## src/rtl/core/lru_page_table_unit_defines.svh

```systemverilog
// assertion macros for the lru page table unit
`ifndef LRU_PAGE_TABLE_UNIT_DEFINES_SVH
`define LRU_PAGE_TABLE_UNIT_DEFINES_SVH

`ifndef ASSERT_OFF
`define LPT_ASSERT_IMP(lbl, ante, cons) \
  lbl: assert property (@(posedge clk) disable iff (rst) (ante) |-> (cons)) \
    else $error("lpt assertion failed");
`define LPT_ASSERT_NXT(lbl, ante, cons) \
  lbl: assert property (@(posedge clk) disable iff (rst) (ante) |=> (cons)) \
    else $error("lpt assertion failed");
`else
`define LPT_ASSERT_IMP(lbl, ante, cons)
`define LPT_ASSERT_NXT(lbl, ante, cons)
`endif

`endif

```

## src/rtl/core/lpt_pkg.sv

```systemverilog
// shared widths, register indexes and page status codes of the lru page table
package lpt_pkg;

  localparam int VA_W       = 32;
  localparam int PA_W       = 16;
  localparam int EVP_W      = 6;
  localparam int CNT_W      = 32;
  localparam int NP_W       = 7;
  localparam int NF_W       = 5;
  localparam int CFG_IDX_W  = 4;
  localparam int CFG_DATA_W = 32;

  typedef logic [CFG_IDX_W-1:0] cfg_idx_t;
  typedef logic [1:0]           page_st_t;

  localparam cfg_idx_t REG_NUM_PAGES  = 4'd0;
  localparam cfg_idx_t REG_NUM_FRAMES = 4'd1;

  localparam page_st_t ST_EMPTY  = 2'd0;
  localparam page_st_t ST_LOADED = 2'd1;
  localparam page_st_t ST_DIRTY  = 2'd2;

  localparam logic [NP_W-1:0] NUM_PAGES_RST  = 7'd64;
  localparam logic [NF_W-1:0] NUM_FRAMES_RST = 5'd16;

endpackage

```

## src/rtl/core/lpt_if.sv

```systemverilog
// channel interfaces of the lru page table: reference, translation and config write

interface lpt_req_if;
  logic                     valid;
  logic                     ready;
  logic [lpt_pkg::VA_W-1:0] virtual_address;
  logic                     is_write;
  modport source (output valid, virtual_address, is_write, input ready);
  modport sink (input valid, virtual_address, is_write, output ready);
endinterface

interface lpt_rsp_if;
  logic                      valid;
  logic                      ready;
  logic [lpt_pkg::PA_W-1:0]  physical_address;
  logic                      invalid;
  logic                      page_fault;
  logic                      evicted;
  logic                      writeback;
  logic [lpt_pkg::EVP_W-1:0] evicted_page;
  logic [lpt_pkg::CNT_W-1:0] load_count;
  logic [lpt_pkg::CNT_W-1:0] save_count;
  logic [lpt_pkg::CNT_W-1:0] replace_count;
  modport source (output valid, physical_address, invalid, page_fault, evicted, writeback,
                  evicted_page, load_count, save_count, replace_count, input ready);
  modport sink (input valid, physical_address, invalid, page_fault, evicted, writeback,
                evicted_page, load_count, save_count, replace_count, output ready);
endinterface

interface lpt_cfg_if;
  logic                           valid;
  logic                           ready;
  logic [lpt_pkg::CFG_IDX_W-1:0]  index;
  logic [lpt_pkg::CFG_DATA_W-1:0] data;
  modport source (output valid, index, data, input ready);
  modport sink (input valid, index, data, output ready);
endinterface

```

## src/rtl/core/lru_page_table_unit.sv

```systemverilog
// lru page table: translates references, loads faulting pages, evicts least recently used
//
//  channel | dir | word
//  --------+-----+-------------------------------------------------------------
//  req     | in  | virtual_address, is_write
//  rsp     | out | physical_address, flags, evicted_page, load/save/replace counts
//  cfg     | in  | index, data (0 = num_pages, 1 = num_frames); always ready
//
// one word at a time: an invalid reference goes straight to rsp, a hit renews its frame
// timestamp, a fault loads a free frame or, with the active frames all in use, evicts; the eviction
// scan reads one frame timestamp per cycle from the shared timestamp memory.
// after reset a clear pass empties every page table entry; req is not
// ready meanwhile. a result waiting on rsp holds off the next req word.

`include "lru_page_table_unit_defines.svh"

module lru_page_table_unit #(
  parameter int NUM_PAGES  = 64,
  parameter int NUM_FRAMES = 16,
  parameter int PAGE_BITS  = 12
) (
  input logic       clk,
  input logic       rst,
  lpt_req_if.sink   req,
  lpt_rsp_if.source rsp,
  lpt_cfg_if.sink   cfg
);

  localparam int PW  = (NUM_PAGES > 1) ? $clog2(NUM_PAGES) : 1;
  localparam int PCW = $clog2(NUM_PAGES + 1);
  localparam int FW  = (NUM_FRAMES > 1) ? $clog2(NUM_FRAMES) : 1;
  localparam int CW  = $clog2(NUM_FRAMES + 1);
  localparam int VPW = lpt_pkg::VA_W - PAGE_BITS;
  localparam int EW  = FW + 2;

  localparam logic [3:0] S_CLR  = 4'd0;
  localparam logic [3:0] S_IDLE = 4'd1;
  localparam logic [3:0] S_LOOK = 4'd2;
  localparam logic [3:0] S_SCAN = 4'd3;
  localparam logic [3:0] S_OWN  = 4'd4;
  localparam logic [3:0] S_VRD  = 4'd5;
  localparam logic [3:0] S_VUPD = 4'd6;
  localparam logic [3:0] S_LOAD = 4'd7;
  localparam logic [3:0] S_OUT  = 4'd8;

  logic [3:0] state;

  logic [lpt_pkg::NP_W-1:0] num_pages;
  logic [lpt_pkg::NF_W-1:0] num_frames;

  // page table entry: {status, frame}
  logic [EW-1:0] pmem [NUM_PAGES];
  logic [EW-1:0] pmem_q;
  logic [31:0]   ftime [NUM_FRAMES];
  logic [31:0]   ftime_q;
  logic [PW-1:0] fowner [NUM_FRAMES];
  logic [PW-1:0] fowner_q;

  logic [PCW-1:0]       clr_idx;
  logic [PW-1:0]        page_reg;
  logic [PAGE_BITS-1:0] offset_reg;
  logic                 wr_reg;
  logic [CW-1:0]        frames_used;
  logic [FW-1:0]        frame_sel;
  logic [CW-1:0]        scan_idx;
  logic                 cmp_vld;
  logic [FW-1:0]        cmp_idx;
  logic [FW-1:0]        best;
  logic [31:0]          best_t;
  logic [31:0]          acc_time;
  logic [31:0]          load_total;
  logic [31:0]          save_total;
  logic [31:0]          replace_total;

  logic [lpt_pkg::PA_W-1:0]  res_paddr;
  logic                      res_invalid;
  logic                      res_fault;
  logic                      res_evict;
  logic                      res_wb;
  logic [lpt_pkg::EVP_W-1:0] res_victim;

  logic [VPW-1:0]          req_page;
  logic [PCW-1:0]          lim_pages;
  logic [CW-1:0]           lim_frames;
  logic                    req_inv;
  logic                    req_acc;
  lpt_pkg::page_st_t       look_st;
  logic [FW-1:0]           look_frame;
  logic                    look_hit;
  logic [PW-1:0]           pm_raddr;
  logic                    pm_we;
  logic [PW-1:0]           pm_waddr;
  logic [EW-1:0]           pm_wdata;
  logic                    ft_we;
  logic [FW-1:0]           ft_waddr;
  logic [31:0]             acc_time_next;

  function automatic logic [31:0] sat_inc(input logic [31:0] v);
    sat_inc = (&v) ? v : v + 32'd1;
  endfunction

  assign req_page = req.virtual_address[lpt_pkg::VA_W-1:PAGE_BITS];

  always_comb begin
    if (32'(num_pages) > NUM_PAGES) begin
      lim_pages = PCW'(NUM_PAGES);
    end else begin
      lim_pages = PCW'(num_pages);
    end
    if (num_frames == '0) begin
      lim_frames = CW'(1);
    end else if (32'(num_frames) > NUM_FRAMES) begin
      lim_frames = CW'(NUM_FRAMES);
    end else begin
      lim_frames = CW'(num_frames);
    end
  end

  assign req_inv  = 32'(req_page) >= 32'(lim_pages);
  assign req_acc  = req.valid && req.ready;
  assign req.ready = (state == S_IDLE);
  assign cfg.ready = 1'b1;

  assign look_st    = pmem_q[EW-1:FW];
  assign look_frame = pmem_q[FW-1:0];
  assign look_hit   = (look_st != lpt_pkg::ST_EMPTY);
  assign acc_time_next = sat_inc(acc_time);

  // page table port control
  always_comb begin
    pm_raddr = fowner_q;
    if (state == S_IDLE) begin
      pm_raddr = req_page[PW-1:0];
    end
    pm_we    = 1'b0;
    pm_waddr = page_reg;
    pm_wdata = {lpt_pkg::ST_EMPTY, FW'(0)};
    case (state)
      S_CLR: begin
        pm_we    = 1'b1;
        pm_waddr = clr_idx[PW-1:0];
      end
      S_LOOK: begin
        pm_we    = look_hit;
        pm_wdata = {(wr_reg ? lpt_pkg::ST_DIRTY : look_st), look_frame};
      end
      S_VUPD: begin
        pm_we    = 1'b1;
        pm_waddr = fowner_q;
      end
      S_LOAD: begin
        pm_we    = 1'b1;
        pm_wdata = {(wr_reg ? lpt_pkg::ST_DIRTY : lpt_pkg::ST_LOADED), frame_sel};
      end
      default: begin
        pm_we = 1'b0;
      end
    endcase
  end

  always_comb begin
    ft_we    = 1'b0;
    ft_waddr = frame_sel;
    if (state == S_LOOK && look_hit) begin
      ft_we    = 1'b1;
      ft_waddr = look_frame;
    end else if (state == S_LOAD) begin
      ft_we = 1'b1;
    end
  end

  always_ff @(posedge clk) begin
    pmem_q <= pmem[pm_raddr];
    if (pm_we) begin
      pmem[pm_waddr] <= pm_wdata;
    end
  end

  always_ff @(posedge clk) begin
    ftime_q <= ftime[scan_idx[FW-1:0]];
    if (ft_we) begin
      ftime[ft_waddr] <= acc_time;
    end
  end

  always_ff @(posedge clk) begin
    fowner_q <= fowner[best];
    if (state == S_LOAD) begin
      fowner[frame_sel] <= page_reg;
    end
  end

  always_ff @(posedge clk) begin
    if (rst) begin
      num_pages  <= lpt_pkg::NUM_PAGES_RST;
      num_frames <= lpt_pkg::NUM_FRAMES_RST;
    end else if (cfg.valid && cfg.ready) begin
      if (cfg.index == lpt_pkg::REG_NUM_PAGES) begin
        num_pages <= cfg.data[lpt_pkg::NP_W-1:0];
      end else if (cfg.index == lpt_pkg::REG_NUM_FRAMES) begin
        num_frames <= cfg.data[lpt_pkg::NF_W-1:0];
      end
    end
  end

  // sequencer
  always_ff @(posedge clk) begin
    if (rst) begin
      state         <= S_CLR;
      clr_idx       <= '0;
      frames_used   <= '0;
      acc_time      <= '0;
      load_total    <= '0;
      save_total    <= '0;
      replace_total <= '0;
      cmp_vld       <= 1'b0;
      scan_idx      <= '0;
    end else begin
      case (state)
        S_CLR: begin
          clr_idx <= clr_idx + PCW'(1);
          if (32'(clr_idx) == NUM_PAGES - 1) begin
            state <= S_IDLE;
          end
        end
        S_IDLE: begin
          if (req_acc) begin
            page_reg    <= req_page[PW-1:0];
            offset_reg  <= req.virtual_address[PAGE_BITS-1:0];
            wr_reg      <= req.is_write;
            res_paddr   <= '0;
            res_invalid <= req_inv;
            res_fault   <= 1'b0;
            res_evict   <= 1'b0;
            res_wb      <= 1'b0;
            res_victim  <= '0;
            state       <= req_inv ? S_OUT : S_LOOK;
          end
        end
        S_LOOK: begin
          if (look_hit) begin
            acc_time  <= acc_time_next;
            res_paddr <= lpt_pkg::PA_W'((32'(look_frame) << PAGE_BITS) | 32'(offset_reg));
            state     <= S_OUT;
          end else if (frames_used < lim_frames) begin
            frame_sel   <= frames_used[FW-1:0];
            frames_used <= frames_used + CW'(1);
            state       <= S_LOAD;
          end else begin
            scan_idx <= '0;
            cmp_vld  <= 1'b0;
            state    <= S_SCAN;
          end
        end
        S_SCAN: begin
          // the timestamp read is registered, so its compare follows in the next cycle
          if (scan_idx < lim_frames) begin
            scan_idx <= scan_idx + CW'(1);
            cmp_vld  <= 1'b1;
            cmp_idx  <= scan_idx[FW-1:0];
          end else begin
            cmp_vld <= 1'b0;
          end
          if (cmp_vld) begin
            if (cmp_idx == '0 || ftime_q < best_t) begin
              best   <= cmp_idx;
              best_t <= ftime_q;
            end
            if (CW'(cmp_idx) == lim_frames - CW'(1)) begin
              cmp_vld <= 1'b0;
              state   <= S_OWN;
            end
          end
        end
        S_OWN: begin
          frame_sel <= best;
          state     <= S_VRD;
        end
        S_VRD: begin
          state <= S_VUPD;
        end
        S_VUPD: begin
          res_evict     <= 1'b1;
          res_victim    <= lpt_pkg::EVP_W'(fowner_q);
          replace_total <= sat_inc(replace_total);
          if (look_st == lpt_pkg::ST_DIRTY) begin
            res_wb     <= 1'b1;
            save_total <= sat_inc(save_total);
          end
          state <= S_LOAD;
        end
        S_LOAD: begin
          res_fault  <= 1'b1;
          load_total <= sat_inc(load_total);
          acc_time   <= acc_time_next;
          res_paddr  <= lpt_pkg::PA_W'((32'(frame_sel) << PAGE_BITS) | 32'(offset_reg));
          state      <= S_OUT;
        end
        S_OUT: begin
          if (rsp.ready) begin
            state <= S_IDLE;
          end
        end
        default: begin
          state <= S_IDLE;
        end
      endcase
    end
  end

  assign rsp.valid            = (state == S_OUT);
  assign rsp.physical_address = res_paddr;
  assign rsp.invalid          = res_invalid;
  assign rsp.page_fault       = res_fault;
  assign rsp.evicted          = res_evict;
  assign rsp.writeback        = res_wb;
  assign rsp.evicted_page     = res_victim;
  assign rsp.load_count       = load_total;
  assign rsp.save_count       = save_total;
  assign rsp.replace_count    = replace_total;

  `LPT_ASSERT_NXT(a_inv_direct, req_acc && req_inv, rsp.valid && rsp.invalid)
  `LPT_ASSERT_IMP(a_evict_is_fault, rsp.valid && rsp.evicted, rsp.page_fault && !rsp.invalid)
  `LPT_ASSERT_IMP(a_wb_needs_evict, rsp.valid && rsp.writeback, rsp.evicted)
  `LPT_ASSERT_IMP(a_frames_bound, state != S_CLR, 32'(frames_used) <= NUM_FRAMES)

endmodule

```

## src/flat_wrapper.sv

```systemverilog
// flat-port wrapper written by rule: the top's interface ports become plain ports
module lru_page_table_unit_flat 
#(
  parameter int NUM_PAGES  = 64,
  parameter int NUM_FRAMES = 16,
  parameter int PAGE_BITS  = 12
)
  (clk, rst, req_valid, req_virtual_address, req_is_write, req_ready, rsp_valid, rsp_physical_address, rsp_invalid, rsp_page_fault, rsp_evicted, rsp_writeback, rsp_evicted_page, rsp_load_count, rsp_save_count, rsp_replace_count, rsp_ready, cfg_valid, cfg_index, cfg_data, cfg_ready);
  lpt_req_if req_i ();
  lpt_rsp_if rsp_i ();
  lpt_cfg_if cfg_i ();
  input logic clk;
  input logic rst;
  input wire logic [$bits(req_i.valid)-1:0] req_valid;
  input wire logic [$bits(req_i.virtual_address)-1:0] req_virtual_address;
  input wire logic [$bits(req_i.is_write)-1:0] req_is_write;
  output wire logic [$bits(req_i.ready)-1:0] req_ready;
  output wire logic [$bits(rsp_i.valid)-1:0] rsp_valid;
  output wire logic [$bits(rsp_i.physical_address)-1:0] rsp_physical_address;
  output wire logic [$bits(rsp_i.invalid)-1:0] rsp_invalid;
  output wire logic [$bits(rsp_i.page_fault)-1:0] rsp_page_fault;
  output wire logic [$bits(rsp_i.evicted)-1:0] rsp_evicted;
  output wire logic [$bits(rsp_i.writeback)-1:0] rsp_writeback;
  output wire logic [$bits(rsp_i.evicted_page)-1:0] rsp_evicted_page;
  output wire logic [$bits(rsp_i.load_count)-1:0] rsp_load_count;
  output wire logic [$bits(rsp_i.save_count)-1:0] rsp_save_count;
  output wire logic [$bits(rsp_i.replace_count)-1:0] rsp_replace_count;
  input wire logic [$bits(rsp_i.ready)-1:0] rsp_ready;
  input wire logic [$bits(cfg_i.valid)-1:0] cfg_valid;
  input wire logic [$bits(cfg_i.index)-1:0] cfg_index;
  input wire logic [$bits(cfg_i.data)-1:0] cfg_data;
  output wire logic [$bits(cfg_i.ready)-1:0] cfg_ready;
  assign req_i.valid = req_valid;
  assign req_i.virtual_address = req_virtual_address;
  assign req_i.is_write = req_is_write;
  assign req_ready = req_i.ready;
  assign rsp_valid = rsp_i.valid;
  assign rsp_physical_address = rsp_i.physical_address;
  assign rsp_invalid = rsp_i.invalid;
  assign rsp_page_fault = rsp_i.page_fault;
  assign rsp_evicted = rsp_i.evicted;
  assign rsp_writeback = rsp_i.writeback;
  assign rsp_evicted_page = rsp_i.evicted_page;
  assign rsp_load_count = rsp_i.load_count;
  assign rsp_save_count = rsp_i.save_count;
  assign rsp_replace_count = rsp_i.replace_count;
  assign rsp_i.ready = rsp_ready;
  assign cfg_i.valid = cfg_valid;
  assign cfg_i.index = cfg_index;
  assign cfg_i.data = cfg_data;
  assign cfg_ready = cfg_i.ready;
  lru_page_table_unit #(.NUM_PAGES(NUM_PAGES), .NUM_FRAMES(NUM_FRAMES), .PAGE_BITS(PAGE_BITS)) u_core (.clk(clk), .rst(rst), .req(req_i), .rsp(rsp_i), .cfg(cfg_i));
endmodule
```

## config.mk

```make
export PLATFORM = sky130hd
export DESIGN_NAME = lru_page_table_unit_flat
export DESIGN_NICKNAME = d
export VERILOG_FILES = /design/src/rtl/core/lpt_pkg.sv /design/src/rtl/core/lpt_if.sv /design/src/rtl/core/lru_page_table_unit.sv /design/src/flat_wrapper.sv
export VERILOG_INCLUDE_DIRS = /design/src /design/src/rtl/core
export SDC_FILE = /design/constraint.sdc
export NUM_CORES = 2
export LEC_CHECK = 0
export BUFFER_PORTS_ARGS = -buffer_cell sky130_fd_sc_hd__buf_4
export CORE_MARGIN = 2
export CORE_UTILIZATION = 42
export CTS_CLUSTER_DIAMETER = 50
export DETAILED_ROUTE_END_ITERATION = 8
export PLACE_DENSITY = 0.69
export SYNTH_ARGS = -nofsm -noshare
export SYNTH_HDL_FRONTEND = slang
export SYNTH_SLANG_ARGS = --single-unit
```

## constraint.sdc

```tcl
create_clock -name clk -period 10.2 [get_ports clk]
set_input_delay 0 -clock clk [delete_from_list [all_inputs] [get_ports clk]]
set_output_delay 0 -clock clk [all_outputs]
set_load 0.02 [all_outputs]
```

* Word level (Yosys, flattened, before mapping)
Memories as Yosys holds them, arrays and structs flattened. A register that Yosys moved wholly into a read port is not among the register bits. Cells that the tools add are included.
Operators by class: add/subtract/negate cells 8, magnitude comparators 6, equality and inequality tests 23, multiplexer cells 52, bitwise gates (word level) 8, reduce and logical (&&, ||, !) cells 37
Operator list (number):
- 32-bit by 1-bit adder with 32-bit output (second input constant) | 4
- 32-bit AND reduction | 4
- 32-bit 2-to-1 mux | 2
- 32-bit case mux with 2 select lines | 1
- 16-bit case mux with 3 select lines | 1
- 4-bit 2-to-1 mux | 10
- 4-bit case mux with 9 select lines | 1
- 6-bit case mux with 2 select lines | 3
- 32-bit < comparator | 1
- 16-bit 2-to-1 mux | 2
- 16-bit by 12-bit bitwise OR with 16-bit output | 2
- 5-bit 2-to-1 mux | 5
- 3-bit AND reduction | 8
- 20-bit by 7-bit greater-or-equal comparator with 1-bit output | 1
- 4-bit AND reduction | 5
- 4-bit by 3-bit == test with 1-bit output (second input constant) | 4
- 1-bit 2-to-1 mux | 14
- 2-bit by 1-bit != test with 1-bit output (second input constant) | 7
- 4-bit zero test | 3
- 6-bit 2-to-1 mux | 2
- 2-bit nonzero test | 6
- 5-bit by 1-bit adder with 5-bit output (second input constant) | 2
- 5-bit < comparator | 2
- 1-bit case mux with 2 select lines | 5
- 24 further kinds | 39
Word-level totals: flip-flop bits (word level) 251, RAM bits 992, bits of input ports 74, output and inout bits 125, logic and storage cells 161, memories kept 3
Memories:
- u_core.ftime | depth 16, width 32, read ports 1, clocked after memory_dff 1, write ports 1, line lru_page_table_unit.sv:54 | logic [31:0] ftime [NUM_FRAMES];
- u_core.pmem | depth 64, width 6, read ports 1, clocked after memory_dff 1, write ports 1, line lru_page_table_unit.sv:52 | logic [EW-1:0] pmem [NUM_PAGES];
- u_core.fowner | depth 16, width 6, read ports 1, clocked after memory_dff 1, write ports 1, line lru_page_table_unit.sv:56 | logic [PW-1:0] fowner [NUM_FRAMES];

* Longest topological paths before layout
depth after elaboration 8, gate-level depth with buffers 14, mapped depth without buffers 10

* Least setup slack after synthesis
Ideal clock, no wire load.
path kind register to register, start point register u_core.best_t[13], end point register u_core.best[0], enable pin, library setup time 0.429 ns, data arrival time 2.985 ns, required time 9.771 ns, setup slack 6.786 ns, cell stages (with the launch flop) 10, buffers on the path 0, period minus slack after synthesis 3.414 ns, cells stage by stage edfxtp_1 inv_1 ha_1 a21o_1 a21o_1 a21oi_1 o21ai_0 o31ai_1 a31oi_1 nor2_1
On the way: longest elaborated chain between the ends 3
Ends and longest elaborated chain:
- start, declared | line lru_page_table_unit.sv:69 | logic [31:0] best_t;
- start signal, assigned | line lru_page_table_unit.sv:267 | best_t <= ftime_q;
- 32-bit < comparator | line lru_page_table_unit.sv:265 | if (cmp_idx == '0 || ftime_q < best_t) begin
- 1-bit logical OR | line lru_page_table_unit.sv:265
- 4-bit AND reduction (no line)
- end signal, assigned | line lru_page_table_unit.sv:266 | best <= cmp_idx;
- end, declared | line lru_page_table_unit.sv:68 | logic [FW-1:0] best;
Every way passes these cells. A chain may end at the register's enable or synchronous reset.

* Worst setup path after layout
start point register u_core.state[0], end point register u_core.pmem_q[5], read port of u_core.pmem
On the way: longest elaborated chain between the ends 2
Ends and longest elaborated chain:
- start, declared | line lru_page_table_unit.sv:46 | logic [3:0] state;
- start signal, assigned | line lru_page_table_unit.sv:237 | state <= req_inv ? S_OUT : S_LOOK;
- 4-bit by 1-bit == test with 1-bit output | line lru_page_table_unit.sv:132 | if (state == S_IDLE) begin
- 6-bit 2-to-1 mux | line lru_page_table_unit.sv:132
- end, declared | line lru_page_table_unit.sv:53 | logic [EW-1:0] pmem_q;
Every way passes these cells.

==> flow_metrics.env <==
export IMPL_synth_top_area_share_pct=63.4
export IMPL_drive_gt1_share_pct=18.5
export IMPL_clk_latency_ns=0.76
export IMPL_maxSlewHeadroom_pct=28.0
export IMPL_track_usage_pct=18.7
export IMPL_yosysWarnings=0
export IMPL_start_util_pct=42.2
export IMPL_syn_area_sq_mm=0.0512
export IMPL_top_register="u_core.ftime"
export IMPL_ys_seq_area_share_pct=71.5
export IMPL_clkSinkCount=1287
export IMPL_io_pins=199
export IMPL_status="finished, final reports clean"
export IMPL_gp_congestion=0.829
export IMPL_crit_chain="nand3b_4 -> inv_4 -> mux2_8 -> buf_4 -> buf_4 -> mux2i_1 -> a222oi_1 -> a31oi_1 -> nand4_1"
export IMPL_maxSlewViolCount=0
export IMPL_clk_pin_slew_ns=0.06
export IMPL_antenna_found_initial=0
export IMPL_drt_iter0_drc=2917
export IMPL_dp_hpwl_microns=68300
export IMPL_post_cts_resized=0
export IMPL_crit_buf_inv=3
export IMPL_startpoint_type="register"
export IMPL_p_leak_nw=19.8
export IMPL_post_route_min_period_ns=4.69
export IMPL_hp_class="input pin to register"
export IMPL_wl_per_cell_microns=22.3
export IMPL_synth_edf_count=1081
export IMPL_clock_path_buffers=3
export IMPL_finClkSkew_ns=0.0419
export IMPL_setup_tns_ns=0
export IMPL_end_kind="register"
export IMPL_final_cell_mix="1,081 x edfxtp_1, 388 x nand2_1, 264 x nor2_1"
export IMPL_vias=29100
export IMPL_coreArea_sq_mm=0.121
export IMPL_htreeDepth=4
export IMPL_grt_pass1_vias=28900
export IMPL_worstHoldStart="req_virtual_address[13]"
export IMPL_synth_area_per_cell_sq_um=15.6
export IMPL_p_per_area_mw_per_mm2=179
export IMPL_synth_top_cell_by_area="edfxtp_1"
export IMPL_routed_via_density=5.52
export IMPL_grt_first_pass_wirelength_microns=178000
export IMPL_synthTopCellsByArea="edfxtp_1 63%, mux4_2 8.4%, dfxtp_1 8.1%"
export IMPL_hold_violations=0
export IMPL_grt_max_degree=93
export IMPL_startpoint="u_core.state[0]"
export IMPL_drc=0
export IMPL_crit_slowest_cell="buf_4"
export IMPL_dr_pass1_iters=7
export IMPL_async_reset_ff_share_pct=0
export IMPL_power_w=0.0107
export IMPL_rsz0062_at_grt="no"
export IMPL_largest_reg_flops=512
export IMPL_cap_violations=0
export IMPL_ir_drop_mv=0.120
export IMPL_synth_cells=3272
export IMPL_synthFlopType="edfxtp_1"
export IMPL_slowest_delay_ns=0.86
export IMPL_largestRegisters="u_core.ftime (512), u_core.pmem (384), u_core.fowner (96)"
export IMPL_numCtsBuffers=135
export IMPL_routed_wl_microns=118000
export IMPL_ys_ff_latch=1287
export IMPL_critPathKind="register to register"
export IMPL_grt_overflow=0
export IMPL_cts_setup_buffers=0
export IMPL_fp_row_count=128
export IMPL_clockRootBuffer="clkbuf_16"
export IMPL_crit_top_cell="buf_4"
export IMPL_finalNetCount=3674
export IMPL_ys_types=76
export IMPL_fin_crit_sh_pct=46.0
export IMPL_area_growth_pct=16.4
export IMPL_cp_data_required_time_ns=10.87
export IMPL_die_x_microns=353
export IMPL_final_common_cell="edfxtp_1"
export IMPL_dieArea_sq_mm=0.125
export IMPL_postRouteAntennaNets=0
export IMPL_cts_tree="yes"
export IMPL_setup_viol=0
export IMPL_port_buffers=172
export IMPL_timing_rr_start="u_core.state[0]"
export IMPL_fmax_mhz=213
export IMPL_crit_path_max_fanout=73
export IMPL_syn_nets=3400
export IMPL_cp_top_family="buffers and inverters"
export IMPL_worstMarginPinSlew_ns=1.07
export IMPL_critical_path_arrival_ns=5.36
export IMPL_die_h_microns=353
==> per-stage QoR <==
step | area [sq um] | instances | setup slack, ns | utilization, % | hold WS, ns
final | 59600 | 5283 | 5.51 | 49.1 | 0.0683
after global routing | 59600 | 5282 | 5.23 | 49.1 | 0.0440
after CTS | 59600 | 5282 | 5.57 | 49.1 | 0.00989
after detailed placement | 54400 | 4969 | 5.60 | 44.8 | 0.179
after global placement | 54400 | 4969 | 5.64 | 44.8 | 0.180
after floorplan | 51200 | 3272 | 6.79 | - | 0.0989
==> final timing paths <==
kind | to | slack [ns] | cells after the start
worst min-delay path | u_core.page_reg[1] | 0.07 | 2
worst max register to register | u_core.pmem_q[5] | 5.51 | 9
worst max-delay path | u_core.pmem_q[5] | 5.51 | 9
worst min register to register | u_core.best_t[0] | 0.43 | 0
==> timing repair <==
action,CTS,global route
endpoints found under the hold margin,116,0
endpoints found under the setup margin,0,0
hold buffers,65,0
==> Yosys cell counts (3+ instances only) <==
cell type	count
inv_1	59
buf_4	17
nor4_1	15
nand2b_1	19
a21oi_1	40
and4_1	15
xnor2_1	64
nand4_1	58
nor2_1	284
buf_1	19
a22o_1	8
a222oi_1	8
a211oi_1	5
buf_2	35
mux2_2	4
dfxtp_1	206
a31oi_1	69
xor2_1	63
buf_6	10
edfxtp_1	1081
nor3b_1	3
mux4_2	190
a21o_1	12
and3_1	30
and2_1	19
a32o_1	12
nand2_1	389
clkbuf_1	68
o211ai_1	5
or4_1	7
o31a_1	3
nor2b_1	20
nand3_1	123
mux2i_1	74
a22oi_1	5
ha_1	54
or3_1	19
o21ai_0	29
nand3b_1	3
or2_2	7
a32oi_1	20
nor3_1	52
a221o_1	4
==> routing by layer <==
metal	vias up	GRT usage (%)	share of wire [%]
met5	-	0	0
li1	13100	-	-
met4	0	6.42	2.9
met2	1135	29.9	48
met3	219	3.84	7.7
met1	14700	25.8	42
==> kinds of logic after synthesis <==
| kind of cell | count (synthesis) | synth area share (%) |
|---|---|---|
| buffers and inverters | 210 | 1.90 |
| other | 1 | 0.00733 |
| adders and majority gates | 54 | 1.32 |
| and+or+nand+nor | 1078 | 9.79 |
| DFF | 1287 | 71.5 |
| muxes | 271 | 9.98 |
| xor gates and xnor gates | 127 | 2.17 |
| AOI/OAI and AO/OA | 244 | 3.36 |
==> report_power, final <==
group          switching [W]  internal (W)
sequential        0.00000439       0.00563
combinational      0.0000506     0.0000348
clock                0.00209       0.00286
total                0.00214       0.00852
==> layout make-up <==
type                    instances  area (sq um)
clock buffers                 171          3640
diodes                          1          2.50
well taps                    1625          2030
multi-input cells            1775         13900
repair buffers                286          2310
flip-flops and latches       1287         36600
clock inverters                77           917
fillers                     10000         61800
inverters                      61           231
No activity file was read; power rests on OpenSTA's default activity.
